--- src/ffa_pkg.sv ---
// Shared types and codes for the first-fit allocator with compaction.
// Used by ffa_engine, the core top level and ffa_checker.
`default_nettype none

package ffa_pkg;

  // Operation codes; the unused code behaves as a defragment
  localparam logic [1:0] OP_ALLOC   = 2'd0;
  localparam logic [1:0] OP_ERASE   = 2'd1;
  localparam logic [1:0] OP_COMPACT = 2'd2;
  localparam logic [1:0] OP_SPARE   = 2'd3;

  // Result status codes
  localparam logic [1:0] STAT_OK      = 2'd0;
  localparam logic [1:0] STAT_FAIL    = 2'd1;
  localparam logic [1:0] STAT_ILLEGAL = 2'd2;

  // Configuration port
  localparam int          CFG_AW         = 3;
  localparam logic        REG_MEM_SIZE   = 1'b0;
  localparam logic [7:0]  MEM_SIZE_RESET = 8'd128;

  typedef struct packed {
    logic [1:0]  operation;
    logic [7:0]  request_size;
    logic [15:0] block_id;
  } in_item_t;

  typedef struct packed {
    logic [1:0]  status;
    logic [15:0] new_id;
  } out_item_t;

  typedef struct packed {
    logic     start;
    in_item_t item;
  } ffa_cmd_t;

  typedef struct packed {
    logic idle;
    logic rsp_valid;
  } ffa_eng_stat_t;

  typedef enum logic [2:0] {
    ST_CLEAR,
    ST_IDLE,
    ST_SCAN,
    ST_FILL,
    ST_ZERO,
    ST_RESP
  } ffa_state_t;

endpackage

`default_nettype wire

--- src/ffa_engine.sv ---
// Owner-map memory and the sequencer that scans, fills and compacts it.
// Depends on ffa_pkg for the item, command and state types.
`default_nettype none

module ffa_engine #(
  parameter int MEM_CELLS = 128,
  parameter int ID_BITS   = 16
) (
  input  logic                  clk,
  input  logic                  rst_n,
  input  ffa_pkg::ffa_cmd_t     cmd,
  input  logic [7:0]            mem_size,
  input  logic                  rsp_take,
  output ffa_pkg::ffa_eng_stat_t stat,
  output ffa_pkg::out_item_t    rsp
);

  localparam int AW = $clog2(MEM_CELLS);
  localparam int CW = $clog2(MEM_CELLS + 1);
  localparam int LW = (CW > 8) ? CW : 8;
  localparam int WW = (ID_BITS > 16) ? ID_BITS : 16;
  localparam logic [CW-1:0] CELLS = CW'(MEM_CELLS);

  logic [ID_BITS-1:0] map_mem [MEM_CELLS];

  ffa_pkg::ffa_state_t state_r, state_nxt;
  logic [CW-1:0]       idx_r, idx_nxt;
  logic                rd_valid_r, rd_valid_nxt;
  logic [AW-1:0]       rd_idx_r, rd_idx_nxt;
  logic [ID_BITS-1:0]  rd_data_r;
  logic [CW-1:0]       run_r, run_nxt;
  logic [AW-1:0]       start_r, start_nxt;
  logic [AW-1:0]       end_r, end_nxt;
  logic [CW-1:0]       wr_ptr_r, wr_ptr_nxt;
  logic                hit_r, hit_nxt;
  logic [1:0]          op_r, op_nxt;
  logic [7:0]          req_r, req_nxt;
  logic [15:0]         id_r, id_nxt;
  logic [ID_BITS-1:0]  next_id_r, next_id_nxt;
  logic [1:0]          rsp_status_r, rsp_status_nxt;
  logic [15:0]         rsp_id_r, rsp_id_nxt;

  logic                mem_we, mem_re;
  logic [AW-1:0]       mem_waddr;
  logic [ID_BITS-1:0]  mem_wdata;

  logic [LW-1:0]       mem_size_ext;
  logic [CW-1:0]       alloc_limit, scan_limit;
  logic                is_alloc, is_erase;
  logic                scan_issue, scan_end;
  logic                cell_free, alloc_hit, id_match;
  logic [CW-1:0]       run_inc;
  logic                early_fail;
  logic                fill_last, zero_last, clear_last;
  logic [WW-1:0]       next_id_ext;

  // Owner map: one write port, one registered read port
  always_ff @(posedge clk) begin
    if (mem_we) begin
      map_mem[mem_waddr] <= mem_wdata;
    end
    if (mem_re) begin
      rd_data_r <= map_mem[idx_r[AW-1:0]];
    end
  end

  assign mem_size_ext = LW'(mem_size);
  assign alloc_limit  = (mem_size_ext > LW'(MEM_CELLS)) ? CELLS : CW'(mem_size_ext);
  assign is_alloc     = (op_r == ffa_pkg::OP_ALLOC);
  assign is_erase     = (op_r == ffa_pkg::OP_ERASE);
  assign scan_limit   = is_alloc ? alloc_limit : CELLS;

  assign scan_issue = (state_r == ffa_pkg::ST_SCAN) && (idx_r < scan_limit);
  assign scan_end   = (state_r == ffa_pkg::ST_SCAN) && !rd_valid_r && (idx_r >= scan_limit);
  assign cell_free  = (rd_data_r == '0);
  assign run_inc    = run_r + CW'(1);
  assign alloc_hit  = (state_r == ffa_pkg::ST_SCAN) && rd_valid_r && is_alloc && cell_free &&
                      (LW'(run_inc) >= LW'(req_r));
  assign id_match   = rd_valid_r && (id_r != '0) && (WW'(rd_data_r) == WW'(id_r));

  assign early_fail = (cmd.item.operation == ffa_pkg::OP_ALLOC) &&
                      ((cmd.item.request_size == '0) || (next_id_r == '0));

  assign fill_last  = (idx_r[AW-1:0] == end_r);
  assign zero_last  = (wr_ptr_r == CELLS - CW'(1));
  assign clear_last = (idx_r == CELLS - CW'(1));
  assign next_id_ext = WW'(next_id_r);

  // Next state
  always_comb begin
    state_nxt = state_r;
    unique case (state_r)
      ffa_pkg::ST_CLEAR: begin
        if (clear_last) state_nxt = ffa_pkg::ST_IDLE;
      end
      ffa_pkg::ST_IDLE: begin
        if (cmd.start) state_nxt = early_fail ? ffa_pkg::ST_RESP : ffa_pkg::ST_SCAN;
      end
      ffa_pkg::ST_SCAN: begin
        if (alloc_hit) begin
          state_nxt = ffa_pkg::ST_FILL;
        end else if (scan_end) begin
          if (is_alloc) begin
            state_nxt = ffa_pkg::ST_RESP;
          end else if (is_erase) begin
            state_nxt = hit_r ? ffa_pkg::ST_IDLE : ffa_pkg::ST_RESP;
          end else begin
            state_nxt = (wr_ptr_r == CELLS) ? ffa_pkg::ST_IDLE : ffa_pkg::ST_ZERO;
          end
        end
      end
      ffa_pkg::ST_FILL: begin
        if (fill_last) state_nxt = ffa_pkg::ST_RESP;
      end
      ffa_pkg::ST_ZERO: begin
        if (zero_last) state_nxt = ffa_pkg::ST_IDLE;
      end
      ffa_pkg::ST_RESP: begin
        if (rsp_take) state_nxt = ffa_pkg::ST_IDLE;
      end
      default: state_nxt = ffa_pkg::ST_IDLE;
    endcase
  end

  // Datapath and memory control
  always_comb begin
    idx_nxt        = idx_r;
    rd_valid_nxt   = 1'b0;
    rd_idx_nxt     = idx_r[AW-1:0];
    run_nxt        = run_r;
    start_nxt      = start_r;
    end_nxt        = end_r;
    wr_ptr_nxt     = wr_ptr_r;
    hit_nxt        = hit_r;
    op_nxt         = op_r;
    req_nxt        = req_r;
    id_nxt         = id_r;
    next_id_nxt    = next_id_r;
    rsp_status_nxt = rsp_status_r;
    rsp_id_nxt     = rsp_id_r;
    mem_we         = 1'b0;
    mem_re         = 1'b0;
    mem_waddr      = idx_r[AW-1:0];
    mem_wdata      = '0;

    unique case (state_r)
      ffa_pkg::ST_CLEAR: begin
        mem_we  = 1'b1;
        idx_nxt = idx_r + CW'(1);
      end
      ffa_pkg::ST_IDLE: begin
        if (cmd.start) begin
          op_nxt     = cmd.item.operation;
          req_nxt    = cmd.item.request_size;
          id_nxt     = cmd.item.block_id;
          idx_nxt    = '0;
          run_nxt    = '0;
          hit_nxt    = 1'b0;
          wr_ptr_nxt = '0;
          if (early_fail) begin
            rsp_status_nxt = ffa_pkg::STAT_FAIL;
            rsp_id_nxt     = '0;
          end
        end
      end
      ffa_pkg::ST_SCAN: begin
        mem_re       = scan_issue;
        rd_valid_nxt = scan_issue;
        if (scan_issue) idx_nxt = idx_r + CW'(1);
        if (rd_valid_r) begin
          if (is_alloc) begin
            if (cell_free) begin
              run_nxt = run_inc;
              if (run_r == '0) start_nxt = rd_idx_r;
              if (alloc_hit) begin
                // restart the index at the head of the run for the fill
                idx_nxt = (run_r == '0) ? CW'(rd_idx_r) : CW'(start_r);
                end_nxt = rd_idx_r;
              end
            end else begin
              run_nxt = '0;
            end
          end else if (is_erase) begin
            if (id_match) begin
              mem_we    = 1'b1;
              mem_waddr = rd_idx_r;
              hit_nxt   = 1'b1;
            end
          end else begin
            // write pointer never passes the read pointer: no hazard
            if (!cell_free) begin
              mem_we     = 1'b1;
              mem_waddr  = wr_ptr_r[AW-1:0];
              mem_wdata  = rd_data_r;
              wr_ptr_nxt = wr_ptr_r + CW'(1);
            end
          end
        end
        if (scan_end) begin
          if (is_alloc) begin
            rsp_status_nxt = ffa_pkg::STAT_FAIL;
            rsp_id_nxt     = '0;
          end else if (is_erase) begin
            rsp_status_nxt = ffa_pkg::STAT_ILLEGAL;
            rsp_id_nxt     = '0;
          end
        end
      end
      ffa_pkg::ST_FILL: begin
        mem_we    = 1'b1;
        mem_wdata = next_id_r;
        idx_nxt   = idx_r + CW'(1);
        if (fill_last) begin
          rsp_status_nxt = ffa_pkg::STAT_OK;
          rsp_id_nxt     = next_id_ext[15:0];
          next_id_nxt    = next_id_r + ID_BITS'(1);
        end
      end
      ffa_pkg::ST_ZERO: begin
        mem_we     = 1'b1;
        mem_waddr  = wr_ptr_r[AW-1:0];
        wr_ptr_nxt = wr_ptr_r + CW'(1);
      end
      ffa_pkg::ST_RESP: begin
        // hold the result until the output register takes it
      end
      default: begin
      end
    endcase
  end

  always_ff @(posedge clk) begin
    if (!rst_n) begin
      state_r    <= ffa_pkg::ST_CLEAR;
      idx_r      <= '0;
      rd_valid_r <= 1'b0;
      run_r      <= '0;
      wr_ptr_r   <= '0;
      hit_r      <= 1'b0;
      op_r       <= ffa_pkg::OP_ALLOC;
      next_id_r  <= ID_BITS'(1);
    end else begin
      state_r    <= state_nxt;
      idx_r      <= idx_nxt;
      rd_valid_r <= rd_valid_nxt;
      run_r      <= run_nxt;
      wr_ptr_r   <= wr_ptr_nxt;
      hit_r      <= hit_nxt;
      op_r       <= op_nxt;
      next_id_r  <= next_id_nxt;
    end
  end

  always_ff @(posedge clk) begin
    rd_idx_r     <= rd_idx_nxt;
    start_r      <= start_nxt;
    end_r        <= end_nxt;
    req_r        <= req_nxt;
    id_r         <= id_nxt;
    rsp_status_r <= rsp_status_nxt;
    rsp_id_r     <= rsp_id_nxt;
  end

  assign stat.idle      = (state_r == ffa_pkg::ST_IDLE);
  assign stat.rsp_valid = (state_r == ffa_pkg::ST_RESP);
  assign rsp.status     = rsp_status_r;
  assign rsp.new_id     = rsp_id_r;

endmodule

`default_nettype wire

--- src/first_fit_allocator_with_compaction_core.sv ---
// Top level of the first-fit allocator: channels, size register, result register.
// Depends on ffa_pkg and ffa_engine.
//
//   channel  direction  handshake          payload
//   in_      input      in_valid/in_stall  ffa_pkg::in_item_t
//   out_     output     out_valid/out_stall ffa_pkg::out_item_t
//   cfg      input      psel/penable/pready mem_size at byte address 0
//
// One item at a time; the owner-map memory port sets the pace, one cell a cycle.
// Allocate scans the first mem_size cells (at most MEM_CELLS), then fills request_size cells;
// erase scans all MEM_CELLS cells; defragment scans them all, then zeroes the tail.
// After reset a clearing pass zeroes every cell of the map; in_stall is high.
// A finished result waits in the output register while the next item is taken.
`default_nettype none

module first_fit_allocator_with_compaction_core #(
  parameter int MEM_CELLS = 128,
  parameter int ID_BITS   = 16
) (
  input  logic                        clk,
  input  logic                        rst_n,
  input  logic                        in_valid,
  output logic                        in_stall,
  input  ffa_pkg::in_item_t           in_data,
  output logic                        out_valid,
  input  logic                        out_stall,
  output ffa_pkg::out_item_t          out_data,
  input  logic                        psel,
  input  logic                        penable,
  input  logic                        pwrite,
  input  logic [ffa_pkg::CFG_AW-1:0]  paddr,
  input  logic [31:0]                 pwdata,
  output logic [31:0]                 prdata,
  output logic                        pready
);

  logic [7:0]             mem_size_r;
  logic                   out_valid_r;
  ffa_pkg::out_item_t     out_data_r;
  ffa_pkg::ffa_cmd_t      cmd;
  ffa_pkg::ffa_eng_stat_t eng_stat;
  ffa_pkg::out_item_t     eng_rsp;
  logic                   rsp_take;
  logic                   cfg_wr;

  assign pready = 1'b1;
  assign cfg_wr = psel && penable && pwrite;
  assign prdata = (paddr[2] == ffa_pkg::REG_MEM_SIZE) ? {24'd0, mem_size_r} : 32'd0;

  always_ff @(posedge clk) begin
    if (!rst_n) begin
      mem_size_r <= ffa_pkg::MEM_SIZE_RESET;
    end else if (cfg_wr && (paddr[2] == ffa_pkg::REG_MEM_SIZE)) begin
      mem_size_r <= pwdata[7:0];
    end
  end

  assign in_stall  = !eng_stat.idle;
  assign cmd.start = in_valid && eng_stat.idle;
  assign cmd.item  = in_data;

  ffa_engine #(
    .MEM_CELLS (MEM_CELLS),
    .ID_BITS   (ID_BITS)
  ) u_engine (
    .clk      (clk),
    .rst_n    (rst_n),
    .cmd      (cmd),
    .mem_size (mem_size_r),
    .rsp_take (rsp_take),
    .stat     (eng_stat),
    .rsp      (eng_rsp)
  );

  // Load the output register whenever it is empty or being drained
  assign rsp_take = eng_stat.rsp_valid && (!out_valid_r || !out_stall);

  always_ff @(posedge clk) begin
    if (!rst_n) begin
      out_valid_r <= 1'b0;
    end else if (rsp_take) begin
      out_valid_r <= 1'b1;
    end else if (!out_stall) begin
      out_valid_r <= 1'b0;
    end
  end

  always_ff @(posedge clk) begin
    if (rsp_take) begin
      out_data_r <= eng_rsp;
    end
  end

  assign out_valid = out_valid_r;
  assign out_data  = out_data_r;

endmodule

`default_nettype wire

--- config.mk ---
export PLATFORM = sky130hd
export DESIGN_NAME = first_fit_allocator_with_compaction_core
export DESIGN_NICKNAME = d
export VERILOG_FILES = /design/src/ffa_pkg.sv /design/src/ffa_engine.sv /design/src/first_fit_allocator_with_compaction_core.sv
export SDC_FILE = /design/constraint.sdc
export NUM_CORES = 2
export LEC_CHECK = 0
export BUFFER_PORTS_ARGS = -buffer_cell sky130_fd_sc_hd__buf_2
export CORE_UTILIZATION = 30
export DETAILED_ROUTE_END_ITERATION = 6
export PLACE_DENSITY = 0.53
export SETUP_SLACK_MARGIN = 0.5
export SKIP_LAST_GASP = 1
export SYNTH_ARGS = -nofsm -noshare
export SYNTH_HDL_FRONTEND = slang
export SYNTH_SLANG_ARGS = --single-unit
--- constraint.sdc ---
create_clock -name clk -period 7.8 [get_ports clk]
set_input_delay 0.39 -clock clk [delete_from_list [all_inputs] [get_ports clk]]
set_output_delay 0.39 -clock clk [all_outputs]
set_load 0.02 [all_outputs]
==> summary.md <==
| Metric | Value |
|---|---|
| Post-Place Worst Slack | `between 2 and 3 ns` |
| Vias in the first global route | `approximately 42000` |
| Number of detailed-route iterations in the first pass | `5` |
| First-pass GRT wire length | `311000 um` |
| Die Ht | `539 um` |
| Synth warnings | `0` |
| Slew headroom | `23.0%` |
| # rows | `196` |
| Gate Count Post-Synth | `3932` |
| Critical setup path kind | `flip-flop to flip-flop` |
| Routability cong. | `between 0.8 and 0.9` |
| Initial Util | `30.2%` |
| Seq/Total Area, Yosys | `75.8%` |
| Total routing usage reported by global routing | `roughly 15%` |
| Io pins | `121` |
| Total core area | `roughly 0.29 sq mm` |
| Clk_lat worst skew | `0.87 ns` |
| Syn-to-layout area delta | `16.1%` |
| CP arrival | `5.81 ns` |
| Critical Path Max Stage Delay | `1.07 ns` |
| Net switching fraction of the power | `26.4%` |
| Pin count of the biggest net entering global routing | `100` |
| Share of layout cells above drive strength 1 | `between 30% and 40%` |
| Vias | `between 40000 and 50000` |
| Final Max Slew Viols | `0` |
| Outcome | `complete, no violations` |
| Die X-Extent | `approximately 540 um` |
| Slack of the critical path | `2.54 ns` |
| Minimum clock period | `roughly 5.3 ns` |
| PwrDens | `281 mW/mm^2` |
| Clk pwr share | `37.5%` |
| Leakage | `0.0260 uW` |
| Post-Route WL | `216000 um` |
| Asr flop ratio synth | `0%` |
| P_sw | `7460 uW` |
| Crit path buffers/inverters | `2` |
| Path type of the worst min-delay path | `input pin to flip-flop` |
| Fin Setup TNS | `0 ns` |
| Nets | `4309` |
| Post-synth cell types | `79` |
| Crit-path cells | `inv_1 > nand2_1 > a311oi_1 > o41ai_1 > a22oi_2 > nand4_1 > nor3_2 > buf_4` |
| Routed vias/inst | `around 5` |
| Max-cap violations | `0` |
| Clock Skew | `a little under 0.05 ns` |
| TritonCTS clock tree | `done` |
| H-tree levels | `4` |
| Startpoint types | `flip-flop` |
| Slew @ Worst Pin | `1.15 ns` |
| Maximum clock rate | `190 MHz` |
| Syn_area_per_cell | `22.0 sq um` |
| Peak VDD IR | `0.250 mV` |
| CP Data Required Time | `approximately 8.4 ns` |
| Drc violations | `0` |
| Die area | `0.290 sq mm` |
| Final setup vio count | `0` |
| Clock-pin slew on the worst setup and hold paths | `0.07 ns` |
| Detailed placement HPWL | `123000 um` |
| Number of flops mapped to enable cells by yosys | `2138` |
| CP max FO | `19` |
| Top FF cell, synth | `edfxtp_1` |
| Post-CTS sizing | `0` |
| Clock sink count | `2201` |
| Crit share post-route | `67.5%` |
| Critical path's top delay family | `simple AND/OR/NAND/NOR gates` |
| Antenna violations before repair | `2` |
| Crit-path slowest cell | `nor3_2` |
| CTS Buf Count | `around 220` |
| Overall Power | `28200 uW` |
| IO Port Bufs | `69` |
| Hold slack | `0.0871 ns` |
| Post-route ant nets | `0` |
| Combinational power share | `14.9%` |
| Clk buf depth | `3` |
| Post-synthesis sequential element count | `2201` |
| Final global-route overflow total | `0` |
| Clock root cell | `clkbuf_16` |
| 1st-iter DRT viols | `4054` |
| Mapped Area | `0.0864 sq mm` |
| Endpoint type of the worst setup path | `flip-flop` |
| Avg WL per Cell | `26.4 um` |
| RSZ-0062 raised after global routing | `false` |
| Internal | `20800 uW` |
| Flop pwr share | `47.6%` |
| Final Hold Fails | `0` |
==> cells in the final DEF (no fill, tap or decap), drive strengths merged, types with 22 or more instances in the layout <==
cell,count
dfxtp,63
xor2,23
nand2,113
conb,25
nor3,148
nand4,30
buf,250
clkinv,79
a21o,25
clkbuf,289
o21ai,26
nand3,32
a21oi,26
dlygate4sd3,37
ha,23
and2,22
mux2i,30
nor2,72
edfxtp,2138
xnor2,32
inv,42
mux4,646
==> cell type report <==
type,count,area [sq um]
multi-input combinational,1479,20600
clock inverter,123,1330
clock buffer,289,5880
sequential,2201,65500
tap,3762,4710
fill,26200,185000
antenna,2,5.00
timing repair buffer,287,2160
inverter,28,113
==> per-stage QoR <==
step	util (%)	std cells	cell area (sq um)
4_1_cts	35.1	8169	100000
6_report	35.1	8171	100000
2_1_floorplan	-	3955	86500
5_1_grt	35.1	8169	100000
3_5_place_dp	32.5	7720	92700
3_3_place_gp	32.5	7720	92700
==> power by group through the flow <==
stage / clock network, uW / registers [uW] / logic [uW]
floorplan: 0 / 13500 / 2850
global placement: 0 / 13700 / 4270
detailed placement: 0 / 13700 / 4280
CTS: 10800 / 13400 / 4300
global route: 11300 / 13500 / 4450
finish: 10600 / 13400 / 4220
==> metal layers <==
metal | track usage [%] | wire length (um) | vias up
met3 | 2.43 | 11400 | 264
met4 | 3.77 | 4500 | 0
li1 | - | - | 17200
met1 | 20.3 | 94500 | 22400
met2 | 24.2 | 105000 | 1177
met5 | 0 | 0 | -
==> kinds of logic (layout without fill, tap and decap cells) <==
family                   count (synthesis)  count (layout)  share of synthesized area (%)
buffers and inverters                  275             727                           1.42
AND/OR/NAND/NOR                        500             500                           2.98
flip-flops                            2201            2201                           75.8
other                                    2              27                        0.00869
adder cells (fa/ha/maj)                 23              23                          0.333
AO/OA/AOI/OAI                          189             189                           1.60
XOR/XNOR                                55              55                          0.558
multiplexers                           687             687                           17.3
==> worst min-delay path, cell delays in order <==
cell and delay, ns:
buf_2 0.11, and4b_1 0.25, nand2_1 0.10, a21oi_1 0.06
==> state kept, by name (all words and copies together), names as in the netlist, 3 cells and up <==
| name | flops |
|---|---|
| u_engine.req_r | 8 |
| mem_size_r | 8 |
| u_engine.next_id_ext | 16 |
| u_engine.rd_data_r | 16 |
| u_engine.wr_ptr_r | 8 |
| u_engine.run_r | 8 |
| u_engine.id_r | 16 |
| u_engine.state_r | 3 |
| out_data | 18 |
| u_engine.map_mem | 2048 |
| u_engine.rsp_id_r | 16 |
| u_engine.start_r | 7 |
| u_engine.idx_r | 8 |
| u_engine.end_r | 7 |
| u_engine.rd_idx_r | 7 |
==> final timing paths <==
check / from / end / slack, ns / cells after the start
worst min-delay path: penable / mem_size_r[3]$_SDFFE_PN0P_ / 0.09 / 4
worst max-delay path: u_engine.state_r[2]$_SDFFE_PN0P_ / u_engine.map_mem[8][10]$_DFFE_PP_ / 2.54 / 8
worst min register to register: u_engine.rsp_id_r[1]$_SDFFCE_PN0P_ / out_data[1]$_DFFE_PP_ / 0.42 / 0
worst max register to register: u_engine.state_r[2]$_SDFFE_PN0P_ / u_engine.map_mem[8][10]$_DFFE_PP_ / 2.54 / 8
==> cell usage after synthesis, drive strengths merged, types with 9 or more instances <==
master / count / area share, %
buf: 126 / 0.77
xnor2: 32 / 0.32
a21o: 25 / 0.22
dfxtp: 63 / 1.5
nand2: 113 / 0.49
o21ai: 26 / 0.15
a21oi: 26 / 0.15
nand3: 32 / 0.19
edfxtp: 2138 / 74
o221ai: 10 / 0.10
nor2: 72 / 0.31
nor4: 20 / 0.18
a31oi: 10 / 0.072
nand4: 30 / 0.24
a32oi: 9 / 0.091
and2: 22 / 0.16
nor2b: 14 / 0.10
a22oi: 16 / 0.16
inv: 27 / 0.12
mux2i: 30 / 0.35
mux4: 646 / 17
and3: 12 / 0.087
mux2: 11 / 0.14
nor3: 148 / 0.90
clkbuf: 121 / 0.53
xor2: 23 / 0.23
ha: 23 / 0.33
o21a: 12 / 0.10
==> repair_timing <==
item	in CTS	in global routing
endpoints found under the hold margin	49	0
hold buffers	37	0
buffers inserted	0	0
(Power assumes the default switching activity.)
